==> config.mk <==
export PLATFORM = sky130hd
export DESIGN_NAME = packet_deframer_crc8_check_core
export DESIGN_NICKNAME = d
export VERILOG_FILES = /design/src/rtl/pdcrc_pkg.sv /design/src/rtl/pdcrc_ram.sv /design/src/rtl/packet_deframer_crc8_check_core.sv
export SDC_FILE = /design/constraint.sdc
export NUM_CORES = 1
export LEC_CHECK = 0
export BUFFER_PORTS_ARGS = -buffer_cell sky130_fd_sc_hd__buf_2
export CORE_AREA = 2 2 230 232
export CTS_CLUSTER_SIZE = 20
export DETAILED_ROUTE_END_ITERATION = 12
export DIE_AREA = 0 0 232 234
export PLACE_DENSITY = 0.7
export SYNTH_ARGS = -nofsm -noshare
export SYNTH_HDL_FRONTEND = slang
export SYNTH_SLANG_ARGS = --single-unit
export TNS_END_PERCENT = 10
==> constraint.sdc <==
create_clock -name clk -period 6.7 [get_ports clk]
set_input_delay 1.005 -clock clk [delete_from_list [all_inputs] [get_ports clk]]
set_output_delay 1.005 -clock clk [all_outputs]
set_load 0.02 [all_outputs]
==> src/rtl/pdcrc_pkg.sv <==
// shared types, constants and crc helper for the packet deframer
`default_nettype none
package pdcrc_pkg;

	localparam int unsigned MAX_PAYLOAD_DEF = 64;

	localparam int unsigned BYTE_W = 8;
	localparam int unsigned LEN_W  = 7;
	localparam int unsigned IDX_W  = 6;
	localparam int unsigned CNT_W  = 16;

	localparam logic [BYTE_W-1:0] SYNC_FIRST_RST  = 8'h43;
	localparam logic [BYTE_W-1:0] SYNC_SECOND_RST = 8'h4B;
	localparam logic [BYTE_W-1:0] CRC_POLY        = 8'h31;
	localparam logic [BYTE_W-1:0] CRC_INIT        = 8'h00;

	// configuration register indexes
	localparam logic REG_SYNC_FIRST  = 1'b0;
	localparam logic REG_SYNC_SECOND = 1'b1;

	// result status codes
	localparam logic ST_GOOD    = 1'b0;
	localparam logic ST_CRC_ERR = 1'b1;

	typedef enum logic [8:0] {
		PH_SYNC1   = 9'b000000001,
		PH_SYNC2   = 9'b000000010,
		PH_TYPE    = 9'b000000100,
		PH_LEN_LO  = 9'b000001000,
		PH_LEN_HI  = 9'b000010000,
		PH_PAYLOAD = 9'b000100000,
		PH_CRC     = 9'b001000000,
		PH_DRN_RD  = 9'b010000000,
		PH_DRN_OUT = 9'b100000000
	} phase_t;

	// msb-first crc-8 over one byte
	function automatic logic [BYTE_W-1:0] crc8_feed(input logic [BYTE_W-1:0] crc,
		input logic [BYTE_W-1:0] b);
		logic [BYTE_W-1:0] v;
		v = crc ^ b;
		for (int k = 0; k < BYTE_W; k++) begin
			if (v[BYTE_W-1]) begin
				v = {v[BYTE_W-2:0], 1'b0} ^ CRC_POLY;
			end else begin
				v = {v[BYTE_W-2:0], 1'b0};
			end
		end
		return v;
	endfunction

endpackage
`default_nettype wire

==> src/rtl/pdcrc_ram.sv <==
// generic single-write, single-read ram with registered read
`default_nettype none
module pdcrc_ram #(
	parameter int unsigned WIDTH = 8,
	parameter int unsigned DEPTH = 64,
	localparam int unsigned AW = (DEPTH > 1) ? $clog2(DEPTH) : 1
) (
	input  wire logic             clk,
	input  wire logic             we,
	input  wire logic [AW-1:0]    waddr,
	input  wire logic [WIDTH-1:0] wdata,
	input  wire logic             re,
	input  wire logic [AW-1:0]    raddr,
	output logic      [WIDTH-1:0] rdata
);

	logic [WIDTH-1:0] mem_q [DEPTH];

	always_ff @(posedge clk) begin
		if (we) begin
			mem_q[waddr] <= wdata;
		end
		if (re) begin
			rdata <= mem_q[raddr];
		end
	end

endmodule
`default_nettype wire

==> src/rtl/packet_deframer_crc8_check_core.sv <==
// top level of the sync/type/length packet deframer with crc-8 check
// usage:
//   input channel carries one received byte per word (rx_byte, in_valid,
//   in_stall). output channel carries one result word per payload byte of
//   a good packet, or a single word for an empty good packet or a crc
//   mismatch (out_valid, out_stall). last_of_packet marks the final word.
//   sync_first / sync_second are written through cfg_we, cfg_index and
//   cfg_data while the block is idle.
// timing:
//   header, payload and crc bytes are taken one per cycle when not stalled.
//   a crc mismatch or an empty good packet shows its word the cycle after
//   the crc byte; a good packet drains from the payload ram (ram read, then
//   output load, per word) and the input stalls meanwhile
// reset:
//   arst_n clears the parser to hunting, the crc, counters and the output
//   valid; sync values go back to 'C' and 'K'. the payload ram is not
//   cleared: a packet only reads back bytes it wrote itself.
// back pressure:
//   the output word sits in a register; while it is held by out_stall the
//   crc byte and the drain wait, other bytes keep flowing in.
`default_nettype none
module packet_deframer_crc8_check_core #(
	parameter int unsigned MAX_PAYLOAD = pdcrc_pkg::MAX_PAYLOAD_DEF
) (
	input  wire logic                         clk,
	input  wire logic                         arst_n,
	// configuration
	input  wire logic                         cfg_we,
	input  wire logic                         cfg_index,
	input  wire logic [pdcrc_pkg::BYTE_W-1:0] cfg_data,
	// input bytes
	input  wire logic                         in_valid,
	output logic                              in_stall,
	input  wire logic [pdcrc_pkg::BYTE_W-1:0] rx_byte,
	// result words
	output logic                              out_valid,
	input  wire logic                         out_stall,
	output logic                              status,
	output logic      [pdcrc_pkg::BYTE_W-1:0] packet_type,
	output logic      [pdcrc_pkg::LEN_W-1:0]  payload_length,
	output logic      [pdcrc_pkg::BYTE_W-1:0] payload_byte,
	output logic      [pdcrc_pkg::IDX_W-1:0]  byte_index,
	output logic                              last_of_packet,
	output logic      [pdcrc_pkg::CNT_W-1:0]  good_count,
	output logic      [pdcrc_pkg::CNT_W-1:0]  error_count
);
	import pdcrc_pkg::*;

	localparam int unsigned AW = (MAX_PAYLOAD > 1) ? $clog2(MAX_PAYLOAD) : 1;
	localparam logic [2*BYTE_W-1:0] MAX_LEN = (2*BYTE_W)'(MAX_PAYLOAD);

	// configuration registers
	logic [BYTE_W-1:0] sync_first_q, sync_second_q;

	// parser state
	phase_t            phase_q;
	logic [BYTE_W-1:0] crc_q;
	logic [BYTE_W-1:0] type_q;
	logic [BYTE_W-1:0] len_lo_q;
	logic [LEN_W-1:0]  len_q;
	logic [LEN_W-1:0]  count_q;
	logic [IDX_W-1:0]  idx_q;
	logic [CNT_W-1:0]  good_q, err_q;

	// output register
	logic              out_valid_q;
	logic              st_q;
	logic [BYTE_W-1:0] otype_q;
	logic [LEN_W-1:0]  olen_q;
	logic [BYTE_W-1:0] obyte_q;
	logic [IDX_W-1:0]  oidx_q;
	logic              olast_q;
	logic [CNT_W-1:0]  ogood_q, oerr_q;

	logic              in_acc;
	logic              out_free;
	logic [BYTE_W-1:0] crc_next;
	logic [2*BYTE_W-1:0] full_len;
	logic              ram_we, ram_re;
	logic [BYTE_W-1:0] ram_rdata;
	logic              drain_last;
	logic              crc_ok;
	logic              single_word;

	// output register can take a new word this cycle
	assign out_free = !out_valid_q || !out_stall;

	// stall while draining, and hold the crc byte until the output is free
	assign in_stall = (phase_q == PH_DRN_RD) || (phase_q == PH_DRN_OUT)
		|| ((phase_q == PH_CRC) && !out_free);
	assign in_acc   = in_valid && !in_stall;

	assign crc_next   = crc8_feed(crc_q, rx_byte);
	assign full_len   = {rx_byte, len_lo_q};
	assign drain_last = ({1'b0, idx_q} + LEN_W'(1)) == len_q;

	// crc byte that gives one word at once: a mismatch or an empty good packet
	assign crc_ok      = (rx_byte == crc_q);
	assign single_word = in_acc && (phase_q == PH_CRC) && (!crc_ok || (len_q == '0));

	assign ram_we = in_acc && (phase_q == PH_PAYLOAD);
	assign ram_re = (phase_q == PH_DRN_RD);

	pdcrc_ram #(
		.WIDTH (BYTE_W),
		.DEPTH (MAX_PAYLOAD)
	) u_payload_ram (
		.clk   (clk),
		.we    (ram_we),
		.waddr (count_q[AW-1:0]),
		.wdata (rx_byte),
		.re    (ram_re),
		.raddr (idx_q[AW-1:0]),
		.rdata (ram_rdata)
	);

	// configuration writes
	always_ff @(posedge clk or negedge arst_n) begin
		if (!arst_n) begin
			sync_first_q  <= SYNC_FIRST_RST;
			sync_second_q <= SYNC_SECOND_RST;
		end else if (cfg_we) begin
			case (cfg_index)
				REG_SYNC_FIRST:  sync_first_q  <= cfg_data;
				REG_SYNC_SECOND: sync_second_q <= cfg_data;
				default: ;
			endcase
		end
	end

	// parser and drain sequencer
	always_ff @(posedge clk or negedge arst_n) begin
		if (!arst_n) begin
			phase_q  <= PH_SYNC1;
			crc_q    <= CRC_INIT;
			type_q   <= '0;
			len_lo_q <= '0;
			len_q    <= '0;
			count_q  <= '0;
			idx_q    <= '0;
			good_q   <= '0;
			err_q    <= '0;
		end else begin
			case (phase_q)
				PH_SYNC1: begin
					if (in_acc && (rx_byte == sync_first_q)) begin
						crc_q   <= crc8_feed(CRC_INIT, rx_byte);
						phase_q <= PH_SYNC2;
					end
				end
				PH_SYNC2: begin
					// a wrong second sync is not retried as a first sync
					if (in_acc) begin
						if (rx_byte == sync_second_q) begin
							crc_q   <= crc_next;
							phase_q <= PH_TYPE;
						end else begin
							phase_q <= PH_SYNC1;
						end
					end
				end
				PH_TYPE: begin
					if (in_acc) begin
						type_q  <= rx_byte;
						crc_q   <= crc_next;
						phase_q <= PH_LEN_LO;
					end
				end
				PH_LEN_LO: begin
					if (in_acc) begin
						len_lo_q <= rx_byte;
						crc_q    <= crc_next;
						phase_q  <= PH_LEN_HI;
					end
				end
				PH_LEN_HI: begin
					if (in_acc) begin
						crc_q   <= crc_next;
						len_q   <= full_len[LEN_W-1:0];
						count_q <= '0;
						// oversize length drops the packet without a word
						if (full_len > MAX_LEN) begin
							phase_q <= PH_SYNC1;
						end else if (full_len == '0) begin
							phase_q <= PH_CRC;
						end else begin
							phase_q <= PH_PAYLOAD;
						end
					end
				end
				PH_PAYLOAD: begin
					if (in_acc) begin
						crc_q   <= crc_next;
						count_q <= count_q + LEN_W'(1);
						if ((count_q + LEN_W'(1)) >= len_q) begin
							phase_q <= PH_CRC;
						end
					end
				end
				PH_CRC: begin
					if (in_acc) begin
						idx_q <= '0;
						if (rx_byte == crc_q) begin
							good_q  <= good_q + CNT_W'(1);
							phase_q <= (len_q == '0) ? PH_SYNC1 : PH_DRN_RD;
						end else begin
							err_q   <= err_q + CNT_W'(1);
							phase_q <= PH_SYNC1;
						end
					end
				end
				PH_DRN_RD: begin
					phase_q <= PH_DRN_OUT;
				end
				PH_DRN_OUT: begin
					if (out_free) begin
						if (drain_last) begin
							phase_q <= PH_SYNC1;
						end else begin
							idx_q   <= idx_q + IDX_W'(1);
							phase_q <= PH_DRN_RD;
						end
					end
				end
				default: begin
					phase_q <= PH_SYNC1;
				end
			endcase
		end
	end

	// output word valid
	always_ff @(posedge clk or negedge arst_n) begin
		if (!arst_n) begin
			out_valid_q <= 1'b0;
		end else if (single_word || ((phase_q == PH_DRN_OUT) && out_free)) begin
			out_valid_q <= 1'b1;
		end else if (!out_stall) begin
			out_valid_q <= 1'b0;
		end
	end

	// output word payload
	always_ff @(posedge clk) begin
		if (single_word) begin
			// empty good packet or crc mismatch: single word
			otype_q <= type_q;
			olen_q  <= len_q;
			obyte_q <= '0;
			oidx_q  <= '0;
			olast_q <= 1'b1;
			if (crc_ok) begin
				st_q    <= ST_GOOD;
				ogood_q <= good_q + CNT_W'(1);
				oerr_q  <= err_q;
			end else begin
				st_q    <= ST_CRC_ERR;
				ogood_q <= good_q;
				oerr_q  <= err_q + CNT_W'(1);
			end
		end else if ((phase_q == PH_DRN_OUT) && out_free) begin
			st_q    <= ST_GOOD;
			otype_q <= type_q;
			olen_q  <= len_q;
			obyte_q <= ram_rdata;
			oidx_q  <= idx_q;
			olast_q <= drain_last;
			ogood_q <= good_q;
			oerr_q  <= err_q;
		end
	end

	assign out_valid      = out_valid_q;
	assign status         = st_q;
	assign packet_type    = otype_q;
	assign payload_length = olen_q;
	assign payload_byte   = obyte_q;
	assign byte_index     = oidx_q;
	assign last_of_packet = olast_q;
	assign good_count     = ogood_q;
	assign error_count    = oerr_q;

endmodule
`default_nettype wire

==> summary.txt, run 1 <==
Flow run
  • Max_cap viols: 0

Timing
  • Setup violators final: 0
  • RSZ-0062 raised after global routing: no
  • Max Clk Rate: 251 MHz
  • Tmin final: 3.98 ns
  • Max-slew headroom: 19.7%
  • PnR worst setup slack: about 2.7 ns
  • Hold Fails Final Rpt: 0
  • Final period utilization: 59.4%
  • Setup TNS: 0 ns
  • Slew Limit Fails: 0
  • Skew final: approximately 0.025 ns
  • Worst slew pin tran: approximately 1.2 ns

Route
  • Via/cell ratio: approximately 6.1
  • Antenna Nets Post-Route: 0
  • DRC errors left: 0
  • Final WL: ~63000 um
  • DR vias: 14600
  • DRT iter0 DRCs: around 1400
  • WL/cell: 26.2 um
  • Drt pass-1 iters: 5

Placed design
  • Post-Place Cells: around 2300
  • Buffers on Ports: between 80 and 90
  • HPWL Detailed: around 41000 um
  • Placer Congestion: 0.882
  • DP Worst Slack: 2.60 ns

Floorplan
  • Die height: ~230 um
  • Die area: ~54000 um^2
  • Width of the die: around 230 um
  • Initial Util: between 50% and 60%
  • Site row count: 84
  • Placeable Area: 52000 um^2
  • Io pins: 87

Logic synthesis
  • Net count after synthesis: approximately 1600
  • Main area contributors after synthesis: edfxtp_1 61%, mux4_2 13%, dfrtp_1 8.3%
  • Synthesized area: around 28000 um^2
  • Synthesized area per cell: approximately 18 um^2
  • Post-synthesis register bit count: between 600 and 700
  • Async SR Flop Fraction: 14.9%
  • Yosys cell types: 68
  • Synth area leader: edfxtp_1
  • Yosys warnings: 0
  • Gate Count Post-Synth: 1569
  • Post-synth EDFFs: around 570
  • Top FF cell, synth: edfxtp_1
  • Post-synthesis sequential area ratio: 70.7%
  • Share of the synthesized area in the top cell type: between 60% and 70%

GRT
  • First-pass GRT wire length: 95000 um
  • Grt ovf: 0
  • Number of global-route vias before repair: 14667
  • Largest net degree at the start of global routing: 85
  • Met3 Resource Use GR: roughly 4.3%
  • GR Util met1: 33.1%
  • All-Layer GR Usage: 24.1%
  • Initial antenna violation count: 10
  • Met2 Usage GRT: 39.3%
  • Global routing's busiest layer: met2

Setup path
  • Worst endpoint required time: a little under 7 ns
  • Reg2Reg Launch Point: phase_q[1]
  • CP startpoint: phase_q[1]
  • Crit end category: flip-flop
  • Worst-path fanout max: 14
  • Crit path DAT: about 4.2 ns
  • Class of the most critical setup path: flip-flop to flip-flop
  • CP Launch Type: flip-flop

CTS
  • Setup bufs post-CTS: 0
  • Clock latency at the later pin of the worst-skew pair: 0.60 ns
  • Cts repair resizes: 0
  • CTS tree: yes
  • Reg clk slew, reported paths: roughly 0.06 ns
  • CTS buffer count: 72
  • Clock buffer depth: 3
  • Cts hold-fix bufs: 0
  • H-tree Lvls: 3
  • CTS sink cnt: just under 700
  • Root buffer cell: clkbuf_16

Finish
  • Share of cells above drive strength 1: 25.3%
  • Post-Layout Cell Count: 2413
  • Area delta synth->final: 12.0%
  • Layout Nets: 1698

Power and ir drop
  • Sequential share of power: about half
  • Sw Share: a little over a fifth
  • Maximum vdd drop: approximately 0.24 mV
  • Psw: 1.98 mW
  • Cell-internal power: between 7 and 8 mW
  • Gate power share: 6.0%
  • Clock network power share: between 40 and 50%
  • Cell leakage power: 10.4 nW
  • Pwr dens: ~290 nW/um^2

Status
  • Outcome: completed

Worst hold path
  • Min-delay src: type_q[0]
  • Hold Crit Class: flip-flop to flip-flop
## cells in the final DEF (no fill, tap or decap), types with 9 or more instances in the layout
master / synthesis / routed
nor2_1: 110 / 110
dfxtp_1: 15 / 15
xor2_1: 66 / 66
nand4_1: 16 / 16
nor4_1: 9 / 9
buf_4: 11 / 19
edfxtp_1: 568 / 568
xnor2_1: 65 / 65
ha_1: 11 / 11
mux4_2: 168 / 168
dfrtp_1: 94 / 91
a21oi_1: 32 / 32
inv_1: 16 / 16
nand3_1: 35 / 35
clkinv_1: 0 / 19
clkbuf_1: 36 / 20
nand2_1: 95 / 95
mux2_1: 14 / 14
buf_2: 24 / 85
o21ai_0: 18 / 17
clkbuf_16: 0 / 75
mux2_2: 32 / 32
nor3_1: 13 / 13
## final timing paths
path / to / slack [ns] / cells after the start
max in group asynchronous: idx_q[0] / 5.00 / 2
min: packet_type[0] / 0.45 / 0
max reg2reg: u_payload_ram.mem_q[1][2] / 2.72 / 6
min in group asynchronous: type_q[5] / 0.46 / 1
max: u_payload_ram.mem_q[1][2] / 2.72 / 6
min reg2reg: packet_type[0] / 0.45 / 0
## registers in the layout (all words and copies together), names as in the netlist, 6 cells and up
name                 flops
sync_second_q            8
u_payload_ram.rdata      8
phase_q                  9
payload_length           7
len_lo_q                 8
good_count              16
byte_index               6
count_q                  7
sync_first_q             8
error_count             16
crc_q                    8
len_q                    7
err_q                   16
idx_q                    6
type_q                   8
good_q                  16
packet_type              8
u_payload_ram.mem_q    512
payload_byte             8
## synth_stat cells (4+ instances only)
cell	n
dfstp_2	8
nor3_1	13
or3_1	6
nand3_1	35
edfxtp_1	568
dfrtp_1	94
and2_1	7
ha_1	11
a31oi_1	5
o21ai_1	4
nand4_1	16
xor2_1	66
clkbuf_1	36
inv_1	16
dfxtp_1	15
o21ai_0	18
nor2b_1	4
or2_2	4
nor4_1	9
mux2_1	14
buf_2	24
xnor2_1	65
mux4_2	168
nand2_1	95
a21o_1	4
buf_1	12
a21oi_1	32
mux2_2	32
nor3_2	5
nor4_2	4
nand2b_1	6
nor2_1	110
buf_4	11
## stage by stage
stage                     power (mW)  utilization [%]  cell area, um^2  hold slack, ns
after floorplan                 5.21                -            28200           0.419
after global placement          5.37             56.2            29300           0.432
after global routing            9.45             60.6            31500           0.471
after detailed placement        5.38             56.2            29300           0.438
after CTS                       9.21             60.6            31500           0.451
final                           9.15             60.6            31500           0.450
## power groups by stage
stage | registers, mW | logic [mW] | clock network [mW]
global placement | 4.84 | 0.538 | 0
global route | 4.76 | 0.608 | 4.08
finish | 4.75 | 0.551 | 3.85
floorplan | 4.80 | 0.408 | 0
detailed placement | 4.84 | 0.547 | 0
CTS | 4.75 | 0.550 | 3.91
## kinds of logic (layout without fill, tap and decap cells)
group | count (synthesis) | after routing | synth area share, %
compound gates | 83 | 83 | 1.79
flops | 685 | 685 | 70.7
buf+inv | 99 | 252 | 1.57
simple gates | 341 | 341 | 5.91
fa+ha+maj | 12 | 12 | 0.524
mux | 218 | 218 | 15.4
xor+xnor | 131 | 131 | 4.07
other cells | 0 | 3 | 0
## final cells by class
type                    count  area (um^2)
fillers                  3730        20500
flip-flops and latches    685        19900
multi-input cells         785         7820
clock buffers              98         1990
well taps                 688          861
repair buffers            105          588
clock inverters            33          289
inverters                  16         60.1
diodes                      3         7.51
## worst max-delay path, cell delays in order (launching register included)
cell     delay, ns
dfrtp_1       0.52
or4_1         0.76
nor2_2        0.25
nand2_1       0.15
nor2_1        0.42
nand3_1       0.65
nor2_1        0.87
## routing by layer
metal / vias to the layer above / part of all wire [%]
met1: 7656 / 41
met4: 0 / 2.7
met3: 99 / 6.4
li1: 6308 / -
met5: - / 0
met2: 537 / 50
(Power assumes the default switching activity.)
==> inputs of run 2 (changes only) <==
- clock period: 6.7 -> 3.9 ns (I/O delays scaled with it)
==> run 2 against run 1 <==
Combinational power rose by 77%. Sequential share of layout area fell by 1.4 points. Setup slack got worse by 2.4 ns. Power rose by 72%. Via count rose by 4.0%. Sequential power rose by 72%. Worst hold slack got worse by 0.22 ns. First-iteration DRC count rose by 32%. Fmax rose by 12%. Routed wire length rose by 3.2%. Core utilization rose by 1.4 points. Critical endpoint is now u_payload_ram.mem_q[58][2]. Largest power group unchanged.
==> summary.txt, run 2 (same netlist as run 1, synthesis figures left out) <==
Status
  • Outcome: completed (unchanged)

Placed design
  • Buffers on Ports: 86 (unchanged)
  • Area after DPL: 30000 um^2 (was 29300 um^2)
  • Post-Place Cells: 2372 (was 2279)
  • Placer Congestion: 0.908 (was 0.882)
  • HPWL Detailed: 43700 um (was 40700 um)

CTS
  • Reg clk slew, reported paths: 0.06 ns (about the same)
  • Clock buffer depth: 3 (unchanged)
  • Root buffer cell: clkbuf_16 (unchanged)
  • H-tree Lvls: 3 (unchanged)
  • CTS tree: yes (unchanged)
  • Cts repair resizes: 0 (unchanged)
  • CTS buffer count: 70 (was 72)
  • Setup bufs post-CTS: 0 (unchanged)
  • Clock latency at the later pin of the worst-skew pair: 0.63 ns (was 0.60 ns)
  • CTS sink cnt: 685 (unchanged)

Timing
  • Final period utilization: 91.3% (was 59.4%)
  • Max-slew headroom: 45.3% (was 19.7%)
  • Setup violators final: 0 (unchanged)
  • Skew final: 0.0323 ns (was 0.0254 ns)
  • Worst slew pin tran: 0.818 ns (was 1.20 ns)
  • Max Clk Rate: 281 MHz (was 251 MHz)
  • Slew Limit Fails: 0 (unchanged)
  • Hold Fails Final Rpt: 0 (unchanged)
  • RSZ-0062 raised after global routing: no (unchanged)
  • Setup TNS: 0 ns (unchanged)
  • Tmin final: 3.56 ns (was 3.98 ns)

Setup path
  • Reg2Reg Launch Point: phase_q[1] (unchanged)
  • Slack of the worst reg-to-reg path: 0.34 ns (was 2.72 ns)
  • Class of the most critical setup path: flip-flop to flip-flop (unchanged)
  • Worst-path fanout max: 14 (unchanged)
  • CP startpoint: phase_q[1] (unchanged)
  • Worst setup endpoint: u_payload_ram.mem_q[58][2] (was u_payload_ram.mem_q[1][2])
  • CP Launch Type: flip-flop (unchanged)
  • Worst path depth: 7 (was 6)
  • R2R depth: 7 (was 6)
  • Critical R2R Capture: u_payload_ram.mem_q[58][2] (was u_payload_ram.mem_q[1][2])
  • Worst path max stage delay: 0.75 ns (was 0.87 ns)
  • Slowest cell on the critical path: or4_1 (was nor2_1)
  • CP Buf/Inv Count: 0 (unchanged)
  • Crit path max-delay family: simple AND/OR/NAND/NOR gates (unchanged)
  • Worst endpoint required time: 4.14 ns (was 6.93 ns)
  • Cell Chain, Critical Path: or4_1 > nor2_2 > nand2_1 > or2_1 > nor2_2 > nand2_1 > nor2_1 (was or4_1 > nor2_2 > nand2_1 > nor2_1 > nand3_1 > nor2_1)
  • Crit end category: flip-flop (unchanged)
  • Crit path DAT: 3.80 ns (was 4.21 ns)

GRT
  • Largest net degree at the start of global routing: 53 (was 85)
  • Grt ovf: 0 (unchanged)
  • Number of global-route vias before repair: 15040 (was 14667)
  • Initial antenna violation count: 0 (was 10)
  • First-pass GRT wire length: 97700 um (was 95000 um)
  • All-Layer GR Usage: 24.9% (was 24.1%)

Floorplan
  • Site row count: 84 (unchanged)
  • Width of the die: 232 um (unchanged)
  • Io pins: 87 (unchanged)
  • Placeable Area: 52000 um^2 (unchanged)
  • Initial Util: 54.2% (unchanged)
  • Die height: 234 um (unchanged)
  • Die area: 54300 um^2 (unchanged)

Power and ir drop
  • Maximum vdd drop: 0.456 mV (was 0.237 mV)
  • Cell leakage power: 10.9 nW (was 10.4 nW)
  • Clock network power share: 42.1% (about the same)
  • Gate power share: 6.2% (was 6.0%)
  • Cell-internal power: 12.3 mW (was 7.17 mW)
  • Psw: 3.43 mW (was 1.98 mW)
  • Pwr dens: 488 nW/um^2 (was 290 nW/um^2)
  • Sequential share of power: 51.8% (was 51.9%)
  • Sw Share: 21.8% (was 21.6%)

Worst hold path
  • Hold Crit Class: input port to flip-flop (was flip-flop to flip-flop)
  • Min-delay src: cfg_data[0] (was type_q[0])

Finish
  • Largest register by flop count: u_payload_ram.mem_q (unchanged)
  • Final instance area: 32300 um^2 (was 31500 um^2)
  • Area delta synth->final: 14.6% (was 12.0%)
  • Largest register FFs: 512 (unchanged)
  • Post-Layout Cell Count: 2498 (was 2413)
  • Final core utilization: 62.1% (was 60.6%)
  • FF/Latch Area: 19900 um^2 (unchanged)
  • Fillers: 3683 (was 3730)
  • Commonest non-fill, non-tap cell in the layout: edfxtp_1 (unchanged)
  • Area of the multi-input gates: 7820 um^2 (unchanged)
  • Most frequent cells in the layout: 568 x edfxtp_1, 168 x mux4_2, 110 x nor2_1, 108 x buf_4, 95 x nand2_1 (was 568 x edfxtp_1, 168 x mux4_2, 110 x nor2_1, 95 x nand2_1, 91 x dfrtp_1)
  • Share of cells above drive strength 1: 29.7% (was 25.3%)
  • Layout Nets: 1790 (was 1698)
  • ANT cells: 0 (was 3)

Route
  • Final WL: 65300 um (was 63300 um)
  • Via/cell ratio: 6.08 (was 6.05)
  • DR vias: 15182 (was 14600)
  • Antenna Nets Post-Route: 0 (unchanged)
  • WL/cell: 26.1 um (was 26.2 um)
  • DRC errors left: 0 (unchanged)
  • Drt pass-1 iters: 5 (unchanged)
  • DRT iter0 DRCs: 1815 (was 1373)

Flow run
  • Max_cap viols: 0 (unchanged)
==> run 2: cell types whose count changed in the layout (fill, tap and decap cells not counted), moves of 4 or more <==
cell,previous run,this run
buf_4,19,108
buf_12,1,5
clkinv_1,19,7
inv_6,0,4
==> run 2: worst min-delay path by stage <==
stage / endpoint / cells after the start
2_1_floorplan: count_q[0] / 0
4_1_cts: sync_second_q[0] / 2
5_1_grt: sync_second_q[2] / 2
3_5_place_dp: packet_type[0] / 0
3_3_place_gp: packet_type[6] / 0
6_report: sync_second_q[0] / 2
==> run 2: power groups by stage <==
stage | clock network, mW | registers (mW) | logic, mW
after floorplan | 0 | 8.25 | 0.701
after global placement | 0 | 8.30 | 0.945
after detailed placement | 0 | 8.30 | 0.965
after CTS | 6.72 | 8.15 | 0.974
after global routing | 7.01 | 8.16 | 1.07
final | 6.62 | 8.15 | 0.973
==> run 2: layer usage <==
layer	share of wire, %	global-route usage [%]	vias to the layer above
li1	-	-	6482
met1	40	35.7	7857
met2	49	39.6	737
met3	8.3	4.52	106
met4	2.7	7.37	0
met5	0	0	-
==> run 2: final cells by class <==
| type | count | area share (%) |
|---|---|---|
| flip-flops and latches | 685 | 61.7 |
| multi-input cells | 785 | 24.2 |
| clock buffers | 94 | 5.99 |
| repair buffers | 199 | 4.17 |
| well taps | 688 | 2.67 |
| clock inverters | 31 | 1.03 |
| inverters | 16 | 0.186 |
==> run 2: stage by stage <==
stage,setup slack [ns],total power [mW],hold WS (ns)
floorplan,0.0197,8.95,0.289
global placement,0.512,9.24,0.432
detailed placement,0.370,9.27,0.433
CTS,0.386,15.8,0.207
global route,0.152,16.2,0.218
finish,0.341,15.7,0.232
==> run 2: what timing repair did <==
action / in CTS / in global routing
endpoints found under the hold margin: 7 / 0
endpoints found under the setup margin: 0 / 0
hold buffers: 1 / 0
==> run 2: worst register-to-register path, delay by kind of cell (launching register included) <==
kind | cells | cell delay (ns)
flip-flops | 1 | 0.53
AND/OR/NAND/NOR | 7 | 2.68
==> inputs of run 3 (changes only) <==
- RECOVER_POWER: default -> 100
- SKIP_LAST_GASP: default -> 1
==> run 3 against run 2 <==
The flow now finishes with violations (capacitance limit, slew limit). Routed wire length hardly changed. Sequential power about the same. Largest cell class unchanged. Critical endpoint is now u_payload_ram.mem_q[34][0]. Critical path depth increased by 1. Highest routed layer unchanged. Cell area down 1.5%. Register-to-register slack worse by 0.08 ns.
==> summary.txt, run 3 (same netlist as run 1, synthesis figures left out) <==
Timing
  • Max-slew headroom: -80.9% (was 45.3%)
  • Skew final: 0.0282 ns (was 0.0323 ns)
  • Hold Fails Final Rpt: 0 (unchanged)
  • Tmin final: 3.64 ns (was 3.56 ns)
  • RSZ-0062 raised after global routing: no (unchanged)
  • Setup TNS: 0 ns (unchanged)
  • Max Clk Rate: 275 MHz (was 281 MHz)
  • Setup violators final: 0 (unchanged)
  • Slew Limit Fails: 252 (was 0)
  • Worst slew pin tran: 2.71 ns (was 0.818 ns)
  • Final period utilization: 93.4% (was 91.3%)

Floorplan
  • Width of the die: 232 um (unchanged)
  • Die height: 234 um (unchanged)
  • Die area: 54300 um^2 (unchanged)
  • Site row count: 84 (unchanged)
  • Initial Util: 54.2% (unchanged)
  • Placeable Area: 52000 um^2 (unchanged)
  • Io pins: 87 (unchanged)

GRT
  • All-Layer GR Usage: 24.9% (unchanged)
  • Number of global-route vias before repair: 15040 (unchanged)
  • Largest net degree at the start of global routing: 53 (unchanged)
  • Grt ovf: 0 (unchanged)
  • First-pass GRT wire length: 97700 um (unchanged)
  • Initial antenna violation count: 0 (unchanged)

Power and ir drop
  • Cell leakage power: 10.4 nW (was 10.9 nW)
  • Pwr dens: 494 nW/um^2 (was 488 nW/um^2)
  • Maximum vdd drop: 0.459 mV (was 0.456 mV)

Finish
  • Commonest non-fill, non-tap cell in the layout: edfxtp_1 (unchanged)
  • ANT cells: 0 (unchanged)
  • Area of the multi-input gates: 7740 um^2 (was 7820 um^2)
  • Layout Nets: 1790 (unchanged)
  • Share of cells above drive strength 1: 21.0% (was 29.7%)
  • Area delta synth->final: 12.8% (was 14.6%)
  • Largest register by flop count: u_payload_ram.mem_q (unchanged)
  • Largest register FFs: 512 (unchanged)
  • FF/Latch Area: 19900 um^2 (about the same)
  • Post-Layout Cell Count: 2498 (unchanged)
  • Most frequent cells in the layout: 568 x edfxtp_1, 168 x mux4_2, 159 x clkbuf_1, 111 x nor2_1, 95 x nand2_1 (was 568 x edfxtp_1, 168 x mux4_2, 110 x nor2_1, 108 x buf_4, 95 x nand2_1)
  • Fillers: 3837 (was 3683)

Status
  • Outcome: complete, but fails checks (was completed)
  • Violated checks: capacitance limit, slew limit

Setup path
  • Slack of the worst reg-to-reg path: 0.26 ns (was 0.34 ns)
  • Worst endpoint required time: 4.15 ns (was 4.14 ns)
  • CP Launch Type: flip-flop (unchanged)
  • Reg2Reg Launch Point: phase_q[1] (unchanged)
  • Class of the most critical setup path: flip-flop to flip-flop (unchanged)
  • Worst-path fanout max: 14 (unchanged)
  • Critical R2R Capture: u_payload_ram.mem_q[34][0] (was u_payload_ram.mem_q[58][2])
  • Crit path DAT: 3.89 ns (was 3.80 ns)
  • Crit end category: flip-flop (unchanged)
  • R2R depth: 8 (was 7)

Worst hold path
  • Hold-critical path depth: 2 (unchanged)
  • Hold endpoint: sync_second_q[0] (unchanged)
  • Min-delay src: cfg_data[0] (unchanged)
  • Hold Crit Class: input port to flip-flop (unchanged)

CTS
  • CTS buffer count: 70 (unchanged)
  • CTS sink cnt: 685 (unchanged)
  • Cts repair resizes: 0 (unchanged)
  • H-tree Lvls: 3 (unchanged)
  • CTS tree: yes (unchanged)
  • Clock buffer depth: 3 (unchanged)
  • Reg clk slew, reported paths: 0.06 ns (about the same)
  • Clock latency at the later pin of the worst-skew pair: 0.62 ns (was 0.63 ns)
  • Root buffer cell: clkbuf_16 (unchanged)
  • Setup bufs post-CTS: 0 (unchanged)

Route
  • DRT iter0 DRCs: 1705 (was 1815)
  • WL/cell: 26.2 um (was 26.1 um)
  • Final WL: 65400 um (was 65300 um)
  • Drt pass-1 iters: 6 (was 5)
  • Via/cell ratio: 6.06 (was 6.08)
  • DRC errors left: 0 (unchanged)
  • DR vias: 15143 (was 15182)
  • Antenna Nets Post-Route: 0 (unchanged)

Placed design
  • HPWL Detailed: 43700 um (unchanged)
  • Buffers on Ports: 86 (unchanged)
  • Post-Place Cells: 2372 (unchanged)
  • Placer Congestion: 0.908 (unchanged)

Flow run
  • Max_cap viols: 7 (was 0)
[run 3: worst max-delay path by stage]
| stage | startpoint | slack [ns] | endpoint |
|---|---|---|---|
| 3_5_place_dp | phase_q[1] | 0.37 | u_payload_ram.mem_q[58][7] |
| 6_report | phase_q[1] | 0.26 | u_payload_ram.mem_q[34][0] |
| 4_1_cts | phase_q[1] | 0.39 | u_payload_ram.mem_q[58][2] |
| 5_1_grt | phase_q[1] | 0.08 | u_payload_ram.mem_q[34][2] |
| 2_1_floorplan | phase_q[1] | 0.02 | error_count[0] |
| 3_3_place_gp | phase_q[1] | 0.51 | u_payload_ram.mem_q[58][7] |
[run 3: layer usage]
metal	wire length, um	part of all wire [%]	track usage [%]	vias to the layer above
met1	26600	41	35.7	7829
met2	31700	48	39.6	713
met4	1820	2.8	7.37	0
met5	0	0	0	-
li1	-	-	-	6492
met3	5300	8.1	4.52	109
[run 3: worst max-delay path: stages, from the launching register on]
cell      delay (ns)
dfrtp_1         0.53
or4_1           0.73
nor2_1          0.29
nand2_1         0.20
or2_1           0.35
nor2_2          0.20
nand2_1         0.33
nor2_1          0.18
clkbuf_1        0.46
[run 3: final cells by class]
type / count / share of cell area (%)
flip-flops and latches: 685 / 62.7
multi-input cells: 785 / 24.3
clock buffers: 94 / 6.09
repair buffers: 199 / 2.94
well taps: 688 / 2.71
clock inverters: 31 / 1.05
inverters: 16 / 0.189
[run 3: what timing repair did]
action,CTS,global route
hold buffers,1,0
setup endpoints to repair,0,0
endpoints found under the hold margin,7,0
[run 3: report_power, final]
part / switching (mW) / total, mW / internal, mW
Clock: 2.73 / 6.62 / 3.89
Combinational: 0.556 / 0.929 / 0.373
Sequential: 0.131 / 8.16 / 8.03
[run 3: metrics by stage]
step	setup slack [ns]	hold WS, ns	utilization (%)	power, mW	cell area (um^2)
floorplan	0.0197	0.289	-	8.95	28200
global placement	0.512	0.432	57.7	9.24	30000
detailed placement	0.370	0.433	57.7	9.27	30000
CTS	0.386	0.207	62.1	15.8	32300
global route	0.0787	0.218	61.1	16.2	31800
finish	0.259	0.232	61.1	15.7	31800
